==> config.mk <==
export PLATFORM = sky130hd
export DESIGN_NAME = rct_mac
export DESIGN_NICKNAME = d
export VERILOG_FILES = /design/src/rtl/rct_pkg.sv /design/src/rtl/rct_mac.sv
export VERILOG_INCLUDE_DIRS = /design/src /design/src/rtl
export SDC_FILE = /design/constraint.sdc
export NUM_CORES = 2
export LEC_CHECK = 0
export ABC_AREA = 1
export BUFFER_PORTS_ARGS = -buffer_cell sky130_fd_sc_hd__buf_2
export CORE_MARGIN = 2
export CORE_UTILIZATION = 55
export CTS_CLUSTER_DIAMETER = 100
export DETAILED_ROUTE_END_ITERATION = 7
export HOLD_SLACK_MARGIN = 0.02
export PLACE_DENSITY = 0.73
export SYNTH_ARGS = -nofsm -noshare
export SYNTH_HDL_FRONTEND = slang
export SYNTH_SLANG_ARGS = --single-unit
==> constraint.sdc <==
create_clock -name clock -period 18.4 [get_ports clock]
set_input_delay 0 -clock clock [delete_from_list [all_inputs] [get_ports clock]]
set_output_delay 0 -clock clock [all_outputs]
set_load 0.005 [all_outputs]
==> src/rtl/rgb_conv3x3_threshold_defines.svh <==
// Assertion macros shared by the rgb_conv3x3_threshold RTL.
`ifndef RGB_CONV3X3_THRESHOLD_DEFINES_SVH
`define RGB_CONV3X3_THRESHOLD_DEFINES_SVH
`ifndef NO_ASSERTIONS
`define RCT_ASSERT_IMPLY(label, clk, rst, cond, expr) \
   label: assert property (@(posedge clk) disable iff (rst) (cond) |-> (expr)) \
      else $error("rct: same-cycle check failed");
`define RCT_ASSERT_NEXT(label, clk, rst, cond, expr) \
   label: assert property (@(posedge clk) disable iff (rst) (cond) |=> (expr)) \
      else $error("rct: next-cycle check failed");
`else
`define RCT_ASSERT_IMPLY(label, clk, rst, cond, expr)
`define RCT_ASSERT_NEXT(label, clk, rst, cond, expr)
`endif
`endif

==> src/rtl/rct_pkg.sv <==
// Package: constants, types and helpers of the RGB 3x3 convolution block.
package rct_pkg;

   localparam int MAX_WIDTH      = 1024;
   localparam int COMPONENT_BITS = 8;
   localparam int COEF_BITS      = 16;
   localparam int FRAC_BITS      = 8;
   localparam int KERNEL_TAPS    = 3;

   localparam int PIX_BITS   = KERNEL_TAPS * COMPONENT_BITS;
   localparam int CSUM_BITS  = COMPONENT_BITS + 2;
   localparam int PROD_BITS  = CSUM_BITS + 1 + COEF_BITS;
   localparam int ACC_BITS   = PROD_BITS + 4;
   localparam int COL_BITS   = $clog2(MAX_WIDTH);
   localparam int WIDTH_BITS = 11;
   localparam int ROW_BITS   = 16;
   localparam int ROWX_BITS  = ROW_BITS + 1;
   localparam int VAL_BITS   = 21;
   localparam int MAX_BITS   = VAL_BITS - 1;
   localparam int KROW_BITS  = KERNEL_TAPS * COEF_BITS;

   localparam int CSR_DATA_BITS = KROW_BITS;
   localparam int CSR_IDX_BITS  = 3;

   localparam logic [KROW_BITS-1:0] KERNEL_TOP_RESET    = 48'd280379743338240;
   localparam logic [KROW_BITS-1:0] KERNEL_MID_RESET    = 48'd0;
   localparam logic [KROW_BITS-1:0] KERNEL_BOTTOM_RESET = 48'd2199056810496;

   localparam logic signed [VAL_BITS-1:0] VAL_MAX = {1'b0, {(VAL_BITS-1){1'b1}}};
   localparam logic signed [VAL_BITS-1:0] VAL_MIN = {1'b1, {(VAL_BITS-1){1'b0}}};

   typedef enum logic [CSR_IDX_BITS-1:0] {
      CSR_KERNEL_TOP,
      CSR_KERNEL_MID,
      CSR_KERNEL_BOTTOM,
      CSR_THRESHOLD,
      CSR_IMAGE_WIDTH,
      CSR_IMAGE_HEIGHT
   } csr_index_type;

   typedef logic [PIX_BITS-1:0] pixel_type;
   typedef pixel_type [KERNEL_TAPS-1:0][KERNEL_TAPS-1:0] window_type;
   typedef logic [KERNEL_TAPS-1:0][KROW_BITS-1:0] kernel_type;

   typedef struct packed {
      logic                interior;
      logic                last;
      logic [ROW_BITS-1:0] row;
      logic [COL_BITS-1:0] col;
   } meta_type;

   typedef struct packed {
      logic     valid;
      meta_type meta;
   } stage_type;

   function automatic logic [CSUM_BITS-1:0] csum(input pixel_type p);
      logic [CSUM_BITS-1:0] acc;
      acc = '0;
      for (int k = 0; k < KERNEL_TAPS; k++) begin
         acc = acc + CSUM_BITS'(p[k*COMPONENT_BITS +: COMPONENT_BITS]);
      end
      return acc;
   endfunction

endpackage

==> src/rtl/rct_mac.sv <==
// Kernel products, channel sum, threshold, truncation and frame maximum.
`include "rgb_conv3x3_threshold_defines.svh"
module rct_mac (
   input  logic                                clock,
   input  logic                                reset,
   input  rct_pkg::stage_type                  win_stage,
   input  rct_pkg::window_type                 win_pix,
   output logic                                win_ready,
   input  rct_pkg::kernel_type                 kernel,
   input  logic signed [rct_pkg::VAL_BITS-1:0] threshold,
   output logic                                out_valid,
   input  logic                                out_ready,
   output logic signed [rct_pkg::VAL_BITS-1:0] out_value,
   output logic [rct_pkg::ROW_BITS-1:0]        out_row,
   output logic [rct_pkg::COL_BITS-1:0]        out_col,
   output logic [rct_pkg::MAX_BITS-1:0]        out_max,
   output logic                                out_last
);

   localparam int K = rct_pkg::KERNEL_TAPS;

   logic adv_out, s4_ready, s3_ready, out_load;

   logic signed [rct_pkg::PROD_BITS-1:0] prod_in [K][K];
   logic signed [rct_pkg::PROD_BITS-1:0] prod_ff [K][K];
   logic                                 s3_valid_ff;
   rct_pkg::meta_type                    s3_meta_ff;

   logic signed [rct_pkg::ACC_BITS-1:0] sum_in, sum_ff;
   logic                                s4_valid_ff;
   rct_pkg::meta_type                   s4_meta_ff;

   logic signed [rct_pkg::ACC_BITS-1:0] thr_scaled, rounded, quot;
   logic signed [rct_pkg::VAL_BITS-1:0] val;
   logic [rct_pkg::MAX_BITS-1:0]        max_ff, max_in;

   logic                                out_valid_ff;
   logic signed [rct_pkg::VAL_BITS-1:0] out_value_ff;
   logic [rct_pkg::ROW_BITS-1:0]        out_row_ff;
   logic [rct_pkg::COL_BITS-1:0]        out_col_ff;
   logic [rct_pkg::MAX_BITS-1:0]        out_max_ff;
   logic                                out_last_ff;

   assign adv_out   = !out_valid_ff || out_ready;
   assign s4_ready  = !s4_valid_ff || adv_out;
   assign s3_ready  = !s3_valid_ff || s4_ready;
   assign win_ready = s3_ready;
   assign out_load  = s4_valid_ff && adv_out;

   always_comb begin
      for (int a = 0; a < K; a++) begin
         for (int b = 0; b < K; b++) begin
            prod_in[a][b] = $signed(kernel[a][b*rct_pkg::COEF_BITS +: rct_pkg::COEF_BITS]) *
                            $signed({1'b0, rct_pkg::csum(win_pix[a][b])});
         end
      end
   end

   always_comb begin
      sum_in = '0;
      for (int a = 0; a < K; a++) begin
         for (int b = 0; b < K; b++) begin
            sum_in = sum_in + rct_pkg::ACC_BITS'(prod_ff[a][b]);
         end
      end
   end

   // exact compare against threshold (zero below it), then divide by 256 toward zero and saturate
   always_comb begin
      thr_scaled = rct_pkg::ACC_BITS'($signed({threshold, {rct_pkg::FRAC_BITS{1'b0}}}));
      if (sum_ff[rct_pkg::ACC_BITS-1]) begin
         rounded = sum_ff + rct_pkg::ACC_BITS'(2**rct_pkg::FRAC_BITS - 1);
      end else begin
         rounded = sum_ff;
      end
      quot = rounded >>> rct_pkg::FRAC_BITS;
      if (sum_ff < thr_scaled) begin
         val = '0;
      end else if (quot > rct_pkg::ACC_BITS'(rct_pkg::VAL_MAX)) begin
         val = rct_pkg::VAL_MAX;
      end else if (quot < rct_pkg::ACC_BITS'(rct_pkg::VAL_MIN)) begin
         val = rct_pkg::VAL_MIN;
      end else begin
         val = quot[rct_pkg::VAL_BITS-1:0];
      end
      max_in = max_ff;
      if (!val[rct_pkg::VAL_BITS-1] && (val[rct_pkg::MAX_BITS-1:0] > max_ff)) begin
         max_in = val[rct_pkg::MAX_BITS-1:0];
      end
   end

   always_ff @(posedge clock) begin
      if (reset) begin
         s3_valid_ff  <= 1'b0;
         s4_valid_ff  <= 1'b0;
         out_valid_ff <= 1'b0;
         max_ff       <= '0;
      end else begin
         if (s3_ready) begin
            s3_valid_ff <= win_stage.valid && win_stage.meta.interior;
         end
         if (s4_ready) begin
            s4_valid_ff <= s3_valid_ff;
         end
         if (adv_out) begin
            out_valid_ff <= s4_valid_ff;
         end
         if (out_load) begin
            max_ff <= s4_meta_ff.last ? '0 : max_in;
         end
      end
   end

   always_ff @(posedge clock) begin
      if (s3_ready) begin
         prod_ff    <= prod_in;
         s3_meta_ff <= win_stage.meta;
      end
      if (s4_ready) begin
         sum_ff     <= sum_in;
         s4_meta_ff <= s3_meta_ff;
      end
      if (out_load) begin
         out_value_ff <= val;
         out_row_ff   <= s4_meta_ff.row;
         out_col_ff   <= s4_meta_ff.col;
         out_max_ff   <= max_in;
         out_last_ff  <= s4_meta_ff.last;
      end
   end

   assign out_valid = out_valid_ff;
   assign out_value = out_value_ff;
   assign out_row   = out_row_ff;
   assign out_col   = out_col_ff;
   assign out_max   = out_max_ff;
   assign out_last  = out_last_ff;

   `RCT_ASSERT_IMPLY(a_max_covers_value, clock, reset, out_valid_ff && !out_value_ff[rct_pkg::VAL_BITS-1], out_max_ff >= out_value_ff[rct_pkg::MAX_BITS-1:0])
   `RCT_ASSERT_IMPLY(a_value_meets_threshold, clock, reset, out_valid_ff && (out_value_ff != '0), out_value_ff >= threshold)
   `RCT_ASSERT_NEXT(a_max_monotonic, clock, reset, !(out_load && s4_meta_ff.last), max_ff >= $past(max_ff))

endmodule

Word-level counts from Yosys, hierarchy flattened:

Cells that the tools add are included.

* add/subtract/negate cells: 27
* multipliers: 9
* div/mod/pow operators: 0
* $lt $le $gt $ge: 4
* equality and inequality tests: 0
* shift operators: 0
* muxes and demuxes: 6
* bitwise logic cells: 0
* reductions and logical operators: 10

Operator list (number)
* 16-bit by 11-bit multiplier with 27-bit output: 9
* 31-bit by 27-bit adder with 31-bit output: 4
* 9-bit by 8-bit adder with 10-bit output: 9
* 8-bit by 8-bit adder with 9-bit output: 9
* 21-bit two-way mux: 3
* 20-bit two-way mux: 2
* 30-bit by 27-bit adder with 31-bit output: 1
* 31-bit by 9-bit adder with 31-bit output, second input constant: 1
* 31-bit by 29-bit less-than comparator with 1-bit output: 1
* 31-bit two-way mux: 1
* 29-bit by 27-bit adder with 30-bit output: 1
* 28-bit by 27-bit adder with 29-bit output: 1
* 27-bit by 27-bit adder with 28-bit output: 1
* 23-bit by 21-bit > comparator with 1-bit output, second input constant: 1
* 23-bit by 21-bit less-than comparator with 1-bit output, second input constant: 1
* 20-bit > comparator: 1
* 1-bit zero test: 4
* 1-bit logical AND: 3
* 1-bit logical OR: 3

* register bits after elaboration: 419
* latch bits: 0
* bits in writable memories: 0
* ROM bits: 0
* input bits: 413
* word-level logic and storage cells: 81
* memories: 0

Logic depth before layout (Yosys ltp):

* word-level depth: 10
* gate-level depth with buffers: 39
* depth with buffers taken out: 38

Worst setup path before layout:

Ideal clock, no wire load.

* path type: reg-to-reg
* start point: register out_valid_ff (netlist: out_valid)
* end point: register prod_ff[0] in the netlist's numbering (enable)
* setup time: 2.071 ns
* arrival: 4.912 ns
* slack: 11.417 ns
* stages on the path, launching flop included: 4
* path through: dfxtp_1 > nand2_1 > nor2_1 > nand2_1

* cells in the longest elaborated chain, start to end: 4

RTL lines
* start, declared: RTL line rct_mac.sv:37 `logic out_valid_ff;`
* start signal, assigned: RTL line rct_mac.sv:106 `out_valid_ff <= s4_valid_ff;`
* 1-bit zero test: RTL line rct_mac.sv:44 `assign adv_out = !out_valid_ff || out_ready;`
* 1-bit logical OR: RTL line rct_mac.sv:44
* 1-bit logical OR: RTL line rct_mac.sv:45 `assign s4_ready = !s4_valid_ff || adv_out;`
* 1-bit logical OR: RTL line rct_mac.sv:46 `assign s3_ready = !s3_valid_ff || s4_ready;`
* via win_ready: RTL line rct_mac.sv:8 `output logic win_ready,`
* end signal, assigned: RTL line rct_mac.sv:116 `prod_ff <= prod_in;`
* end, declared: RTL line rct_mac.sv:25 `logic signed [rct_pkg::PROD_BITS-1:0] prod_ff [K][K];`

The timed path passes the listed nets, and every way through them passes these cells.
A chain may end at the register's enable or synchronous reset.

==> insert_results.sql <==
INSERT INTO impl_metrics (metric_group, metric, value, unit) VALUES
('critical_path', 'critical_path.reg2reg.startpoint', 'sum_ff[30]', ''),
('sta', 'finalCritPeriodShare', '35.9', '%'),
('synth', 'post_synthesis_compound_gate_area_fraction', '4.31', '%'),
('clock_tree', 'clk_root_buffer_cell', 'clkbuf_16', ''),
('sta', 'final.setup_skew', '0.0332', 'ns'),
('sta', 'finalWorstPathRequiredPeriod', '6.60', 'ns'),
('die', 'boundaryPins', '483', ''),
('die', 'die-width', '387', 'um'),
('layout', 'post-route-cell-area', '86700', 'sq um'),
('layout', 'area_growth', '7.55', '%'),
('sta', 'timing_worst_slew_pin_value', '1.05', 'ns'),
('sta', 'final.setup.tns', '0', 'ns'),
('synth', 'ys_types', '57', ''),
('critical_path', 'setup.worst_path.class', 'input port to flip-flop', ''),
('critical_path', 'worst-path-max-fanout', '12', ''),
('route', 'first_iter_violations', '3978', ''),
('clock_tree', 'cts_buffer_depth', '3', ''),
('synth', 'synth_area', '80600', 'sq um'),
('die', 'dieArea', '150000', 'sq um'),
('synth', 'synth_adder_area_share', '49.8', '%'),
('synth', 'yosys.area_share.simple', '13.3', '%'),
('synth', 'synthesis.instances', '9180', ''),
('route', 'routed_wire_length_per_instance', '17.5', 'um'),
('route', 'met1_routed_wirelength_after_detailed_routing', '81600', 'um'),
('critical_path', 'critical_path.endpoint_type', 'flip-flop', ''),
('sta', 'final-setup-viol-count', '0', ''),
('route', 'via_count', '59370', ''),
('synth', 'synthMuxAreaShare', '0', '%'),
('route', 'top_layer', 'met4', ''),
('synth', 'dominant_combinational_cell_family_by_area_after_synthesis', 'adder cells', ''),
('sta', 'slew_viol_final', '0', ''),
('critical_path', 'cp-startpoint', 'win_pix[185]', ''),
('grt', 'grt_antenna_before_repair', '0', ''),
('sta', 'fmax', '151', 'MHz'),
('route', 'drt_drc_violations_left', '0', ''),
('critical_path', 'worst-endpoint-arrival', '6.94', 'ns'),
('synth', 'synth_warnings', '0', ''),
('layout', 'instances_no_fill', '11504', ''),
('sta', 'fin_hold_ws', '0.115', 'ns'),
('clock_tree', 'cts_repair_resize_count', '0', ''),
('clock_tree', 'number_of_clock_sinks_seen_by_cts', '419', ''),
('outcome', 'outcome', 'complete, no violations', ''),
('synth', 'synthDominantCellAreaShare', '39.2', '%'),
('route', 'postRouteWirelength', '201000', 'um'),
('grt', 'pin_count_of_the_biggest_net_entering_global_routing', '160', ''),
('synth', 'yosys-top-cells-area', 'fa_1 (39%), edfxtp_1 (15%), inv_1 (13%), ha_1 (11%), nand2_1 (7.9%)', ''),
('layout', 'post_route_cells_drive_above_1_share', '7.70', '%'),
('synth', 'yosysSeqAreaShare', '15.3', '%'),
('grt', 'wire_length_of_the_first_global_routing_pass', '333000', 'um'),
('sta', 'worst_slew_margin_rel', '30.0', '%'),
('die', 'core_area', '146000', 'sq um'),
('die', 'starting_density_of_the_core', '55.3', '%'),
('clock_tree', 'tritoncts', 'built', ''),
('synth', 'syn_area_per_cell', '8.78', 'sq um'),
('die', 'rows', '140', ''),
('critical_path', 'cp.required', '18.74', 'ns'),
('route', 'dr_wl_met2', '102000', 'um'),
('clock_tree', 'ctsHoldBuffers', '51', ''),
('grt', 'grt_remaining_overflow', '0', ''),
('clock_tree', 'clock_latency', '0.63', 'ns'),
('synth', 'syn-num-nets', '11856', ''),
('die', 'die_y', '387', 'um'),
('grt', 'grt_use_total', '27.9', '%'),
('placement', 'placement.io_buffers', '482', ''),
('layout', 'num-nets-final', '12221', ''),
('synth', 'synth.ff_latch_count', '419', ''),
('worst_hold_path', 'worst_hold_startpoint', 'win_stage[8]', ''),
('sta', 'unrepaired_setup_endpoints_after_global_routing', 'false', ''),
('placement', 'placed_cell_area', '84500', 'sq um'),
('critical_path', 'critical_path.startpoint_type', 'input port', ''),
('run', 'maxCapViolCount', '0', '');
[cell usage after synthesis (all sizes together)]
library cell,number
a211oi,3
a21boi,12
a21o,25
a21oi,341
a221oi,6
a22oi,1
a311oi,1
a31o,1
a31oi,12
and2,21
buf,38
clkbuf,196
clkinv,1
dfxtp,23
edfxtp,396
fa,1578
ha,685
inv,2701
nand2,1768
nand3,134
nand3b,3
nand4,37
nor2,613
nor3,27
nor3b,1
nor4,12
nor4b,2
o2111ai,3
o211a,1
o211ai,13
o21a,9
o21ai,156
o21bai,26
o31ai,1
or2,27
xnor2,124
xor2,182
[registers in the layout, indices dropped and copies added, names as in the netlist]
name and cells:
max_ff 20, out_col 10, out_last 1, out_max 20
out_row 16, out_valid 1, out_value 21, prod_ff 243
s3_meta_ff 27, s3_valid_ff 1, s4_meta_ff 27, s4_valid_ff 1
sum_ff 31
[worst paths after layout]
| check | cells after the start | slack, ns | to |
|---|---|---|---|
| setup / recovery | 27 | 11.80 | prod_ff[51] |
| hold / removal | 2 | 0.12 | s3_meta_ff[8] |
| setup reg to reg | 23 | 12.56 | out_max[5] |
| hold reg to reg | 0 | 0.41 | s4_meta_ff[23] |
[kinds of logic (layout without fill, tap and decap cells)]
group,count (synthesis),in the layout
flops,419,419
compound gates,611,611
fa+ha+maj,2263,2263
simple gates,2645,2645
xor+xnor,306,306
buf+inv,2936,3342
other cells,0,1
[critical path, cell delays in order]
cell and delay, ns:
buf_2 0.10, inv_1 0.10, fa_1 0.43, inv_1 0.07, ha_1 0.17, inv_1 0.07, fa_1 0.46, o21ai_0 0.22
or2_2 0.15, nand2_1 0.21, inv_1 0.41, nand2_1 0.15, fa_1 0.56, inv_1 0.06, fa_1 0.56, fa_1 0.44
fa_1 0.50, inv_1 0.07, fa_1 0.48, inv_1 0.04, ha_1 0.37, nand2_1 0.13, nor4_1 0.51, nand4_1 0.16
nand3_1 0.22, a31oi_1 0.12, xor2_1 0.16
[metrics by stage]
step | util, % | setup WS, ns
after floorplan | - | 11.42
after global placement | 58.1 | 11.29
after detailed placement | 58.1 | 11.23
after CTS | 59.5 | 11.83
after global routing | 59.5 | 11.28
final | 59.5 | 11.80
[layer usage]
metal | vias to the layer above | track usage, %
met1 | 29579 | 36.7
li1 | 27504 | -
met5 | - | 0
met4 | 0 | 7.89
met2 | 1934 | 49.0
met3 | 353 | 2.82
[cell usage in the layout, fill, tap and decap left out, types with 49 or more instances in the layout]
cell,Yosys,final
inv_1,2694,2692
nand2_2,62,62
a21oi_1,312,312
xor2_1,182,182
ha_1,685,685
nor2_1,607,606
fa_1,1578,1578
buf_2,10,482
edfxtp_1,396,396
xnor2_1,115,115
nand2_1,1704,1703
o21ai_0,113,113
nand3_1,113,113
clkbuf_16,0,49
dlygate4sd3_1,0,51
[area by class of cell]
cell class,count,area [sq um]
sequential,419,12400
antenna,1,2.50
fill,12615,58900
timing repair buffer,548,3050
clock inverter,34,332
multi-input combinational,5825,57100
inverter,2702,10100
tap,1917,2400
clock buffer,58,1270
Power is left out: the tool's default activity adds up to more than one toggle a clock period on the data nets, which glitch-free logic cannot reach.
